$ cat src/rtl/qph_pkg.sv
package qph_pkg;

   localparam int TABLE_SLOTS = 16;
   localparam int SLOT_W      = (TABLE_SLOTS > 1) ? $clog2(TABLE_SLOTS) : 1;
   localparam int SUM_W       = SLOT_W + 1;
   localparam int STEP_W      = $clog2(TABLE_SLOTS + 1);
   localparam int KEY_W       = 31;
   localparam int VAL_W       = 32;
   localparam int BIT_W       = $clog2(KEY_W);
   localparam int ENTRY_W     = KEY_W + VAL_W;
   localparam bit SLOT_POW2   = ((TABLE_SLOTS & (TABLE_SLOTS - 1)) == 0);
   localparam logic [SLOT_W-1:0] ODD_INIT = SLOT_W'(1 % TABLE_SLOTS);
   localparam logic [SLOT_W-1:0] TWO_MOD  = SLOT_W'(2 % TABLE_SLOTS);

   typedef enum logic {
      ACT_INSERT = 1'b0,
      ACT_SEARCH = 1'b1
   } qph_action_type;

   typedef enum logic [1:0] {
      STAT_STORED  = 2'd0,
      STAT_FULL    = 2'd1,
      STAT_FOUND   = 2'd2,
      STAT_MISSING = 2'd3
   } qph_status_type;

   typedef enum logic [1:0] {
      S_IDLE,
      S_HOME,
      S_PROBE
   } qph_state_type;

   typedef struct packed {
      qph_action_type   action;
      logic [KEY_W-1:0] key;
      logic [VAL_W-1:0] value;
   } qph_req_type;

   typedef struct packed {
      qph_status_type   status;
      logic [VAL_W-1:0] found_value;
   } qph_rsp_type;

   // (a + b) mod TABLE_SLOTS for a, b already below TABLE_SLOTS
   function automatic logic [SLOT_W-1:0] slot_add(input logic [SLOT_W-1:0] a,
                                                  input logic [SLOT_W-1:0] b);
      logic [SUM_W-1:0] s;
      s = {1'b0, a} + {1'b0, b};
      if (s >= SUM_W'(TABLE_SLOTS)) begin
         s = s - SUM_W'(TABLE_SLOTS);
      end
      return s[SLOT_W-1:0];
   endfunction

endpackage

$ cat src/rtl/quadratic_probe_hash_table.sv
// Open-addressed hash table, quadratic probing, TABLE_SLOTS slots of 31-bit key and
// 32-bit value held in one single-port-read RAM; occupied bits are flip-flops cleared by
// reset. A request is taken when start is high and busy is low. Probes are issued one per
// cycle, each RAM read checked in the cycle after it, and busy stays high until the request
// ends, so the next request can be taken only once busy is low again. When TABLE_SLOTS is
// not a power of two the home slot is first reduced one key bit per cycle. The result shows
// on rsp_data for exactly one cycle with rsp_valid, the first cycle that busy is low; it must
// be taken then.
module quadratic_probe_hash_table (
   input  logic                 clock,
   input  logic                 reset,
   input  logic                 start,
   output logic                 busy,
   input  qph_pkg::qph_req_type req_data,
   output logic                 rsp_valid,
   output qph_pkg::qph_rsp_type rsp_data
);

   import qph_pkg::*;

   qph_state_type     state_ff, state_in;
   qph_req_type       req_ff, req_in;
   logic [SLOT_W-1:0] home_ff, home_in;
   logic [SLOT_W-1:0] rem_ff, rem_in;
   logic [BIT_W-1:0]  bit_ff, bit_in;
   logic [SLOT_W-1:0] cur_slot_ff, cur_slot_in;
   logic [SLOT_W-1:0] sq_ff, sq_in;
   logic [SLOT_W-1:0] odd_ff, odd_in;
   logic [STEP_W-1:0] step_ff, step_in;
   logic              chk_vld_ff, chk_vld_in;
   logic              chk_used_ff, chk_used_in;
   logic              chk_last_ff, chk_last_in;
   logic [SLOT_W-1:0] chk_slot_ff, chk_slot_in;
   logic              rsp_valid_ff, rsp_valid_in;
   qph_rsp_type       rsp_ff, rsp_in;
   logic [TABLE_SLOTS-1:0] used_ff;

   logic               rd_en;
   logic               wr_en;
   logic [ENTRY_W-1:0] rd_data;
   logic [KEY_W-1:0]   rd_key;
   logic [VAL_W-1:0]   rd_value;
   logic               key_match;
   logic               done;
   logic [SUM_W-1:0]   rem_shift;
   logic [SLOT_W-1:0]  rem_next;

   qph_ram #(
      .WIDTH(ENTRY_W),
      .DEPTH(TABLE_SLOTS)
   ) u_slot_ram (
      .clock  (clock),
      .wr_en  (wr_en),
      .wr_addr(chk_slot_ff),
      .wr_data({req_ff.key, req_ff.value}),
      .rd_en  (rd_en),
      .rd_addr(cur_slot_ff),
      .rd_data(rd_data)
   );

   assign rd_key    = rd_data[ENTRY_W-1:VAL_W];
   assign rd_value  = rd_data[VAL_W-1:0];
   assign key_match = chk_used_ff && (rd_key == req_ff.key);
   assign done      = chk_vld_ff && (!chk_used_ff || key_match || chk_last_ff);

   assign rem_shift = {rem_ff, req_ff.key[bit_ff]};
   assign rem_next  = (rem_shift >= SUM_W'(TABLE_SLOTS)) ?
                      SLOT_W'(rem_shift - SUM_W'(TABLE_SLOTS)) : SLOT_W'(rem_shift);

   always_comb begin
      state_in     = state_ff;
      req_in       = req_ff;
      home_in      = home_ff;
      rem_in       = rem_ff;
      bit_in       = bit_ff;
      cur_slot_in  = cur_slot_ff;
      sq_in        = sq_ff;
      odd_in       = odd_ff;
      step_in      = step_ff;
      chk_vld_in   = 1'b0;
      chk_used_in  = chk_used_ff;
      chk_last_in  = chk_last_ff;
      chk_slot_in  = chk_slot_ff;
      rsp_valid_in = 1'b0;
      rsp_in       = rsp_ff;
      rd_en        = 1'b0;
      wr_en        = 1'b0;
      unique case (state_ff)
         S_IDLE: begin
            if (start) begin
               req_in  = req_data;
               sq_in   = '0;
               odd_in  = ODD_INIT;
               step_in = '0;
               rem_in  = '0;
               bit_in  = BIT_W'(KEY_W - 1);
               if (SLOT_POW2) begin
                  home_in     = req_data.key[SLOT_W-1:0];
                  cur_slot_in = req_data.key[SLOT_W-1:0];
                  state_in    = S_PROBE;
               end else begin
                  state_in = S_HOME;
               end
            end
         end
         S_HOME: begin
            rem_in = rem_next;
            if (bit_ff == '0) begin
               home_in     = rem_next;
               cur_slot_in = rem_next;
               state_in    = S_PROBE;
            end else begin
               bit_in = bit_ff - 1'b1;
            end
         end
         S_PROBE: begin
            if (done) begin
               state_in            = S_IDLE;
               rsp_valid_in        = 1'b1;
               rsp_in.found_value  = '0;
               if (req_ff.action == ACT_INSERT) begin
                  if (!chk_used_ff || key_match) begin
                     wr_en         = 1'b1;
                     rsp_in.status = STAT_STORED;
                  end else begin
                     rsp_in.status = STAT_FULL;
                  end
               end else begin
                  if (key_match) begin
                     rsp_in.status      = STAT_FOUND;
                     rsp_in.found_value = rd_value;
                  end else begin
                     rsp_in.status = STAT_MISSING;
                  end
               end
            end else if (step_ff < STEP_W'(TABLE_SLOTS)) begin
               rd_en       = 1'b1;
               chk_vld_in  = 1'b1;
               chk_slot_in = cur_slot_ff;
               chk_used_in = used_ff[cur_slot_ff];
               chk_last_in = (step_ff == STEP_W'(TABLE_SLOTS - 1));
               step_in     = step_ff + 1'b1;
               sq_in       = slot_add(sq_ff, odd_ff);
               odd_in      = slot_add(odd_ff, TWO_MOD);
               cur_slot_in = slot_add(home_ff, slot_add(sq_ff, odd_ff));
            end
         end
         default: begin
            state_in = S_IDLE;
         end
      endcase
   end

   always_ff @(posedge clock) begin
      if (reset) begin
         state_ff     <= S_IDLE;
         chk_vld_ff   <= 1'b0;
         rsp_valid_ff <= 1'b0;
         used_ff      <= '0;
         step_ff      <= '0;
      end else begin
         state_ff     <= state_in;
         chk_vld_ff   <= chk_vld_in;
         rsp_valid_ff <= rsp_valid_in;
         step_ff      <= step_in;
         if (wr_en) begin
            used_ff[chk_slot_ff] <= 1'b1;
         end
      end
   end

   always_ff @(posedge clock) begin
      req_ff      <= req_in;
      home_ff     <= home_in;
      rem_ff      <= rem_in;
      bit_ff      <= bit_in;
      cur_slot_ff <= cur_slot_in;
      sq_ff       <= sq_in;
      odd_ff      <= odd_in;
      chk_used_ff <= chk_used_in;
      chk_last_ff <= chk_last_in;
      chk_slot_ff <= chk_slot_in;
      rsp_ff      <= rsp_in;
   end

   assign busy      = (state_ff != S_IDLE);
   assign rsp_valid = rsp_valid_ff;
   assign rsp_data  = rsp_ff;

   a_rsp_after_probe: assert property (@(posedge clock) disable iff (reset)
      rsp_valid_ff |-> $past(state_ff == S_PROBE))
      else $error("response without a probe phase");

   a_step_bound: assert property (@(posedge clock) disable iff (reset)
      step_ff <= STEP_W'(TABLE_SLOTS))
      else $error("probe count beyond table size");

   a_accept_busy: assert property (@(posedge clock) disable iff (reset)
      (start && !busy) |=> busy)
      else $error("accepted request did not raise busy");

   a_zero_value: assert property (@(posedge clock) disable iff (reset)
      (rsp_valid_ff && rsp_ff.status != STAT_FOUND) |-> (rsp_ff.found_value == '0))
      else $error("nonzero value on a response that is not found");

   a_write_only_on_done: assert property (@(posedge clock) disable iff (reset)
      wr_en |-> (done && req_ff.action == ACT_INSERT))
      else $error("table write outside an insert completion");

endmodule

$ cat src/rtl/qph_ram.sv
module qph_ram #(
   parameter int WIDTH = 8,
   parameter int DEPTH = 16
) (
   input  logic                             clock,
   input  logic                             wr_en,
   input  logic [$clog2(DEPTH > 1 ? DEPTH : 2)-1:0] wr_addr,
   input  logic [WIDTH-1:0]                 wr_data,
   input  logic                             rd_en,
   input  logic [$clog2(DEPTH > 1 ? DEPTH : 2)-1:0] rd_addr,
   output logic [WIDTH-1:0]                 rd_data
);

   logic [WIDTH-1:0] mem_ff [DEPTH];
   logic [WIDTH-1:0] rd_data_ff;

   always_ff @(posedge clock) begin
      if (wr_en) begin
         mem_ff[wr_addr] <= wr_data;
      end
      if (rd_en) begin
         rd_data_ff <= mem_ff[rd_addr];
      end
   end

   assign rd_data = rd_data_ff;

endmodule

$ cat config.mk
export PLATFORM = sky130hd
export DESIGN_NAME = quadratic_probe_hash_table
export DESIGN_NICKNAME = d
export VERILOG_FILES = /design/src/rtl/qph_pkg.sv /design/src/rtl/quadratic_probe_hash_table.sv /design/src/rtl/qph_ram.sv
export SDC_FILE = /design/constraint.sdc
export NUM_CORES = 1
export LEC_CHECK = 0
export BUFFER_PORTS_ARGS = -buffer_cell sky130_fd_sc_hd__buf_2
export CAP_MARGIN = 20
export CORE_MARGIN = 2
export CORE_UTILIZATION = 40
export DETAILED_ROUTE_END_ITERATION = 6
export PLACE_DENSITY = 0.67
export SLEW_MARGIN = 20
export SYNTH_ARGS = -nofsm -noshare
export SYNTH_HDL_FRONTEND = slang
export SYNTH_SLANG_ARGS = --single-unit
$ cat constraint.sdc
create_clock -name clock -period 8.4 [get_ports clock]
set_input_delay 0.42 -clock clock [delete_from_list [all_inputs] [get_ports clock]]
set_output_delay 0.42 -clock clock [all_outputs]
set_load 0.03 [all_outputs]
==> qor.csv <==
stage;metric;value;unit
status;status;finished clean;
floorplanning;initial_core_util;40.25;%
clock_network;cts_root_buf;clkbuf_16;
cells_and_area;area_growth;14.76;%
placed_design;dpl-instance-area;0.04754;mm^2
drt;drc;0;
power;power;13.25;mW
drt;via_count;19730;
sta;fmax;0.2094;GHz
cells_and_area;drive_gt1_share;29.77;%
sta;finalSetupViolCount;0;
clock_network;cts_tree;done;
critical_path;crit_arrival;5.06;ns
clock_network;cts_resized;0;
critical_path;worst_setup_path_start_kind;register;
critical_path;crit_family;simple AND/OR/NAND/NOR gates;
yosys;yosysWarnings;0;
floorplanning;rows;123;
floorplanning;fp.coreArea;0.1123;mm^2
sta;tightest_slew;1.130;ns
power;power_leakage;16.18;nW
grt;grt_max_degree;101;
grt;antenna_found_initial;0;
critical_path;crit_type;register to register;
floorplanning;die_w;340.2;um
min_path;hp-class;input port to register;
yosys;avgSynthCellArea;24.74;um^2
power;power_density;255.4;mW/mm^2
sta;max-slew-margin-rel;24.64;%
yosys;netlist-cell-type-count;37;
clock_network;cts_buffer_depth;3;
clock_network;htreeDepth;3;
yosys;synth_area;0.04522;mm^2
clock_network;insertion_delay;0.69;ns
drt;drt_wl_total;93490;um
grt;grt_pass1_vias;20820;
yosys;ys_ff_latch;1210;
sta;tns;0;ns
placed_design;io_buffers;102;
yosys;ys_seq_area_share;79.83;%
grt;gr-total-overflow;0;
critical_path;cp_cell_sequence;xor2_1 > nor4_1 > nand4_1 > o21ai_1 > buf_4 > nand2_1 > nor2_4 > buf_4;
placed_design;place_congestion;0.7298;
drt;via_per_inst;5.391;
floorplanning;dieArea;0.1157;mm^2
sta;maxSlewViolCount;0;
cells_and_area;final_nets;2143;
drt;dr.pass1.iters;5;
yosys;syn_inst;1828;
yosys;syn_nets;1905;
sta;finalHoldViolations;0;
critical_path;critPathBufInv;2;
sta;rsz0062_at_grt;no;
grt;grt_first_pass_wirelength;138600;um
sta;fin_crit;4.775;ns
sta;skew;0.03914;ns
clock_network;cts.clk_slew.worst_paths;0.06;ns
cells_and_area;fin_area;0.05189;mm^2
clock_network;numClockSinks;1210;
power;irDropWorstVdd;162.8;uV
clock_network;hold_buffers;62;
cells_and_area;n_antenna_cell;0;
grt;grt_usage;16.16;%
critical_path;cp_slowest_cell;buf_4;
drt;wl_per_cell;25.54;um
clock_network;post_cts_buffers;0;
sta;whs;0.04622;ns
critical_path;crit_top_cell;buf_4;
critical_path;critPathRequiredTime;8.69;ns
critical_path;cp_max_fo;44;
floorplanning;die_y;340.2;um
drt;detail-route-antenna-nets;0;
critical_path;max_stage_delay;0.87;ns
run;maxCapViolations;0;
drt;drt_iter0_drc;1964;
sta;post-route-period-util;56.84;%
placed_design;hpwl;48400;um
critical_path;endpoint_kind;register;
floorplanning;boundaryPins;103;
clock_network;numCtsBuffers;115;
==> worst paths after layout <==
check | start | to | slack [ns] | cells after the start
max | req_ff[49]$_DFFE_PP_ | u_slot_ram.mem_ff[5][45]$_DFFE_PP_ | 3.63 | 8
min | start | state_ff[1]$_SDFFE_PP0P_ | 0.05 | 3
max reg2reg | req_ff[49]$_DFFE_PP_ | u_slot_ram.mem_ff[5][45]$_DFFE_PP_ | 3.63 | 8
min reg2reg | step_ff[4]$_SDFFE_PP0P_ | step_ff[4]$_SDFFE_PP0P_ | 0.46 | 2
==> state kept, by name, indices dropped and copies added (netlist names), 3 cells and up <==
register,cells
sq_ff,4
rsp_data,34
used_ff,16
u_slot_ram.mem_ff,1008
step_ff,5
req_ff,63
odd_ff,3
chk_slot_ff,4
cur_slot_ff,4
u_slot_ram.rd_data,63
==> cell usage in the layout (no fill, tap or decap), types with 5 or more instances in the layout <==
cell,Yosys,layout
xnor2_1,6,6
dlygate4sd3_1,0,63
buf_2,5,102
dfxtp_1,24,24
nand4_1,6,6
edfxtp_1,1186,1186
mux4_2,320,320
nor4_1,7,7
and2_1,38,38
inv_1,7,5
a21o_1,5,5
a31oi_1,17,17
nor2_1,42,26
clkbuf_16,0,117
clkinv_1,0,31
nand2_1,13,13
clkinv_2,0,22
buf_4,1,32
a21oi_1,7,7
xor2_1,32,32
nor2_4,0,16
bufinv_16,0,13
ha_1,8,8
clkbuf_1,34,20
==> layout make-up <==
cell class              instances  area, um^2
clock inverters                74       714.4
inverters                       7       30.03
repair buffers                202        1473
well taps                    1500        1877
fillers                      9197       60450
multi-input cells             530        8700
clock buffers                 137        3003
flip-flops and latches       1210       36090
==> power by group <==
part | internal (mW) | total (mW) | switching (mW)
combinational | 0.633 | 1.26 | 0.626
clock | 2.94 | 5.09 | 2.15
sequential | 6.80 | 6.90 | 0.108
==> per-layer routing <==
metal	GRT usage, %	vias up	part of all wire, %
li1	-	8282	-
met1	22.28	10690	42
met2	26.87	633	50
met3	2.955	124	6.0
met4	3.882	0	1.9
met5	0	-	0
==> cell families after synthesis <==
family,after synthesis,synth area share [%]
flip-flops,1210,79.83
multiplexers,323,16.01
AND/OR/NAND/NOR,123,1.384
buffers and inverters,88,1.209
XOR/XNOR,38,0.7361
AO/OA/AOI/OAI,36,0.5202
adder cells (fa/ha/maj),10,0.3099
==> synthesized netlist by cell type <==
library cell  number  area, um^2
ha_1               8       100.1
buf_4              1       7.510
o21ai_0            1       5.000
buf_1             14       52.55
a211o_1            1       8.760
nor3b_1            2       15.01
o2111ai_1          1       8.760
edfxtp_1        1186       35610
fa_1               2       40.04
a22o_1             1       8.760
nand2_1           13       48.80
a21oi_1            7       35.03
dfxtp_1           24       480.5
buf_8              1       15.01
buf_2              5       25.02
inv_1              7       26.28
and2_1            38       237.7
a21bo_2            1       10.01
nand4_1            6       37.54
nor4_1             7       43.79
nor3_1             5       25.02
xnor2_1            6       52.55
mux4_2           320        7207
and3_1             2       12.51
mux2_2             3       33.78
a21o_1             5       37.54
nand3_1            2       10.01
o21ba_2            1       10.01
nor2_1            42       157.7
a31oi_1           17       106.4
xor2_1            32       280.3
o21ai_1            1       5.000
or3_1              2       12.51
nor2b_1            2       12.51
buf_6             26       292.8
clkbuf_1          34       127.6
nand2b_1           2       12.51
==> worst register-to-register path, cell delays in order (launching register included) <==
cell and delay [ns]:
edfxtp_1 0.60, xor2_1 0.28, nor4_1 0.54, nand4_1 0.46, o21ai_1 0.27, buf_4 0.27, nand2_1 0.28, nor2_4 0.74
buf_4 0.87
==> metrics by stage <==
step                      utilization (%)  setup slack (ns)  instances
after floorplan                         -             3.506       1828
after global placement              42.32             3.812       3386
after detailed placement            42.32             3.545       3386
after CTS                           46.18             3.527       3659
after global routing                46.19             3.248       3660
final                               46.19             3.625       3660
Note: power is estimated with default switching activity, not from simulation.
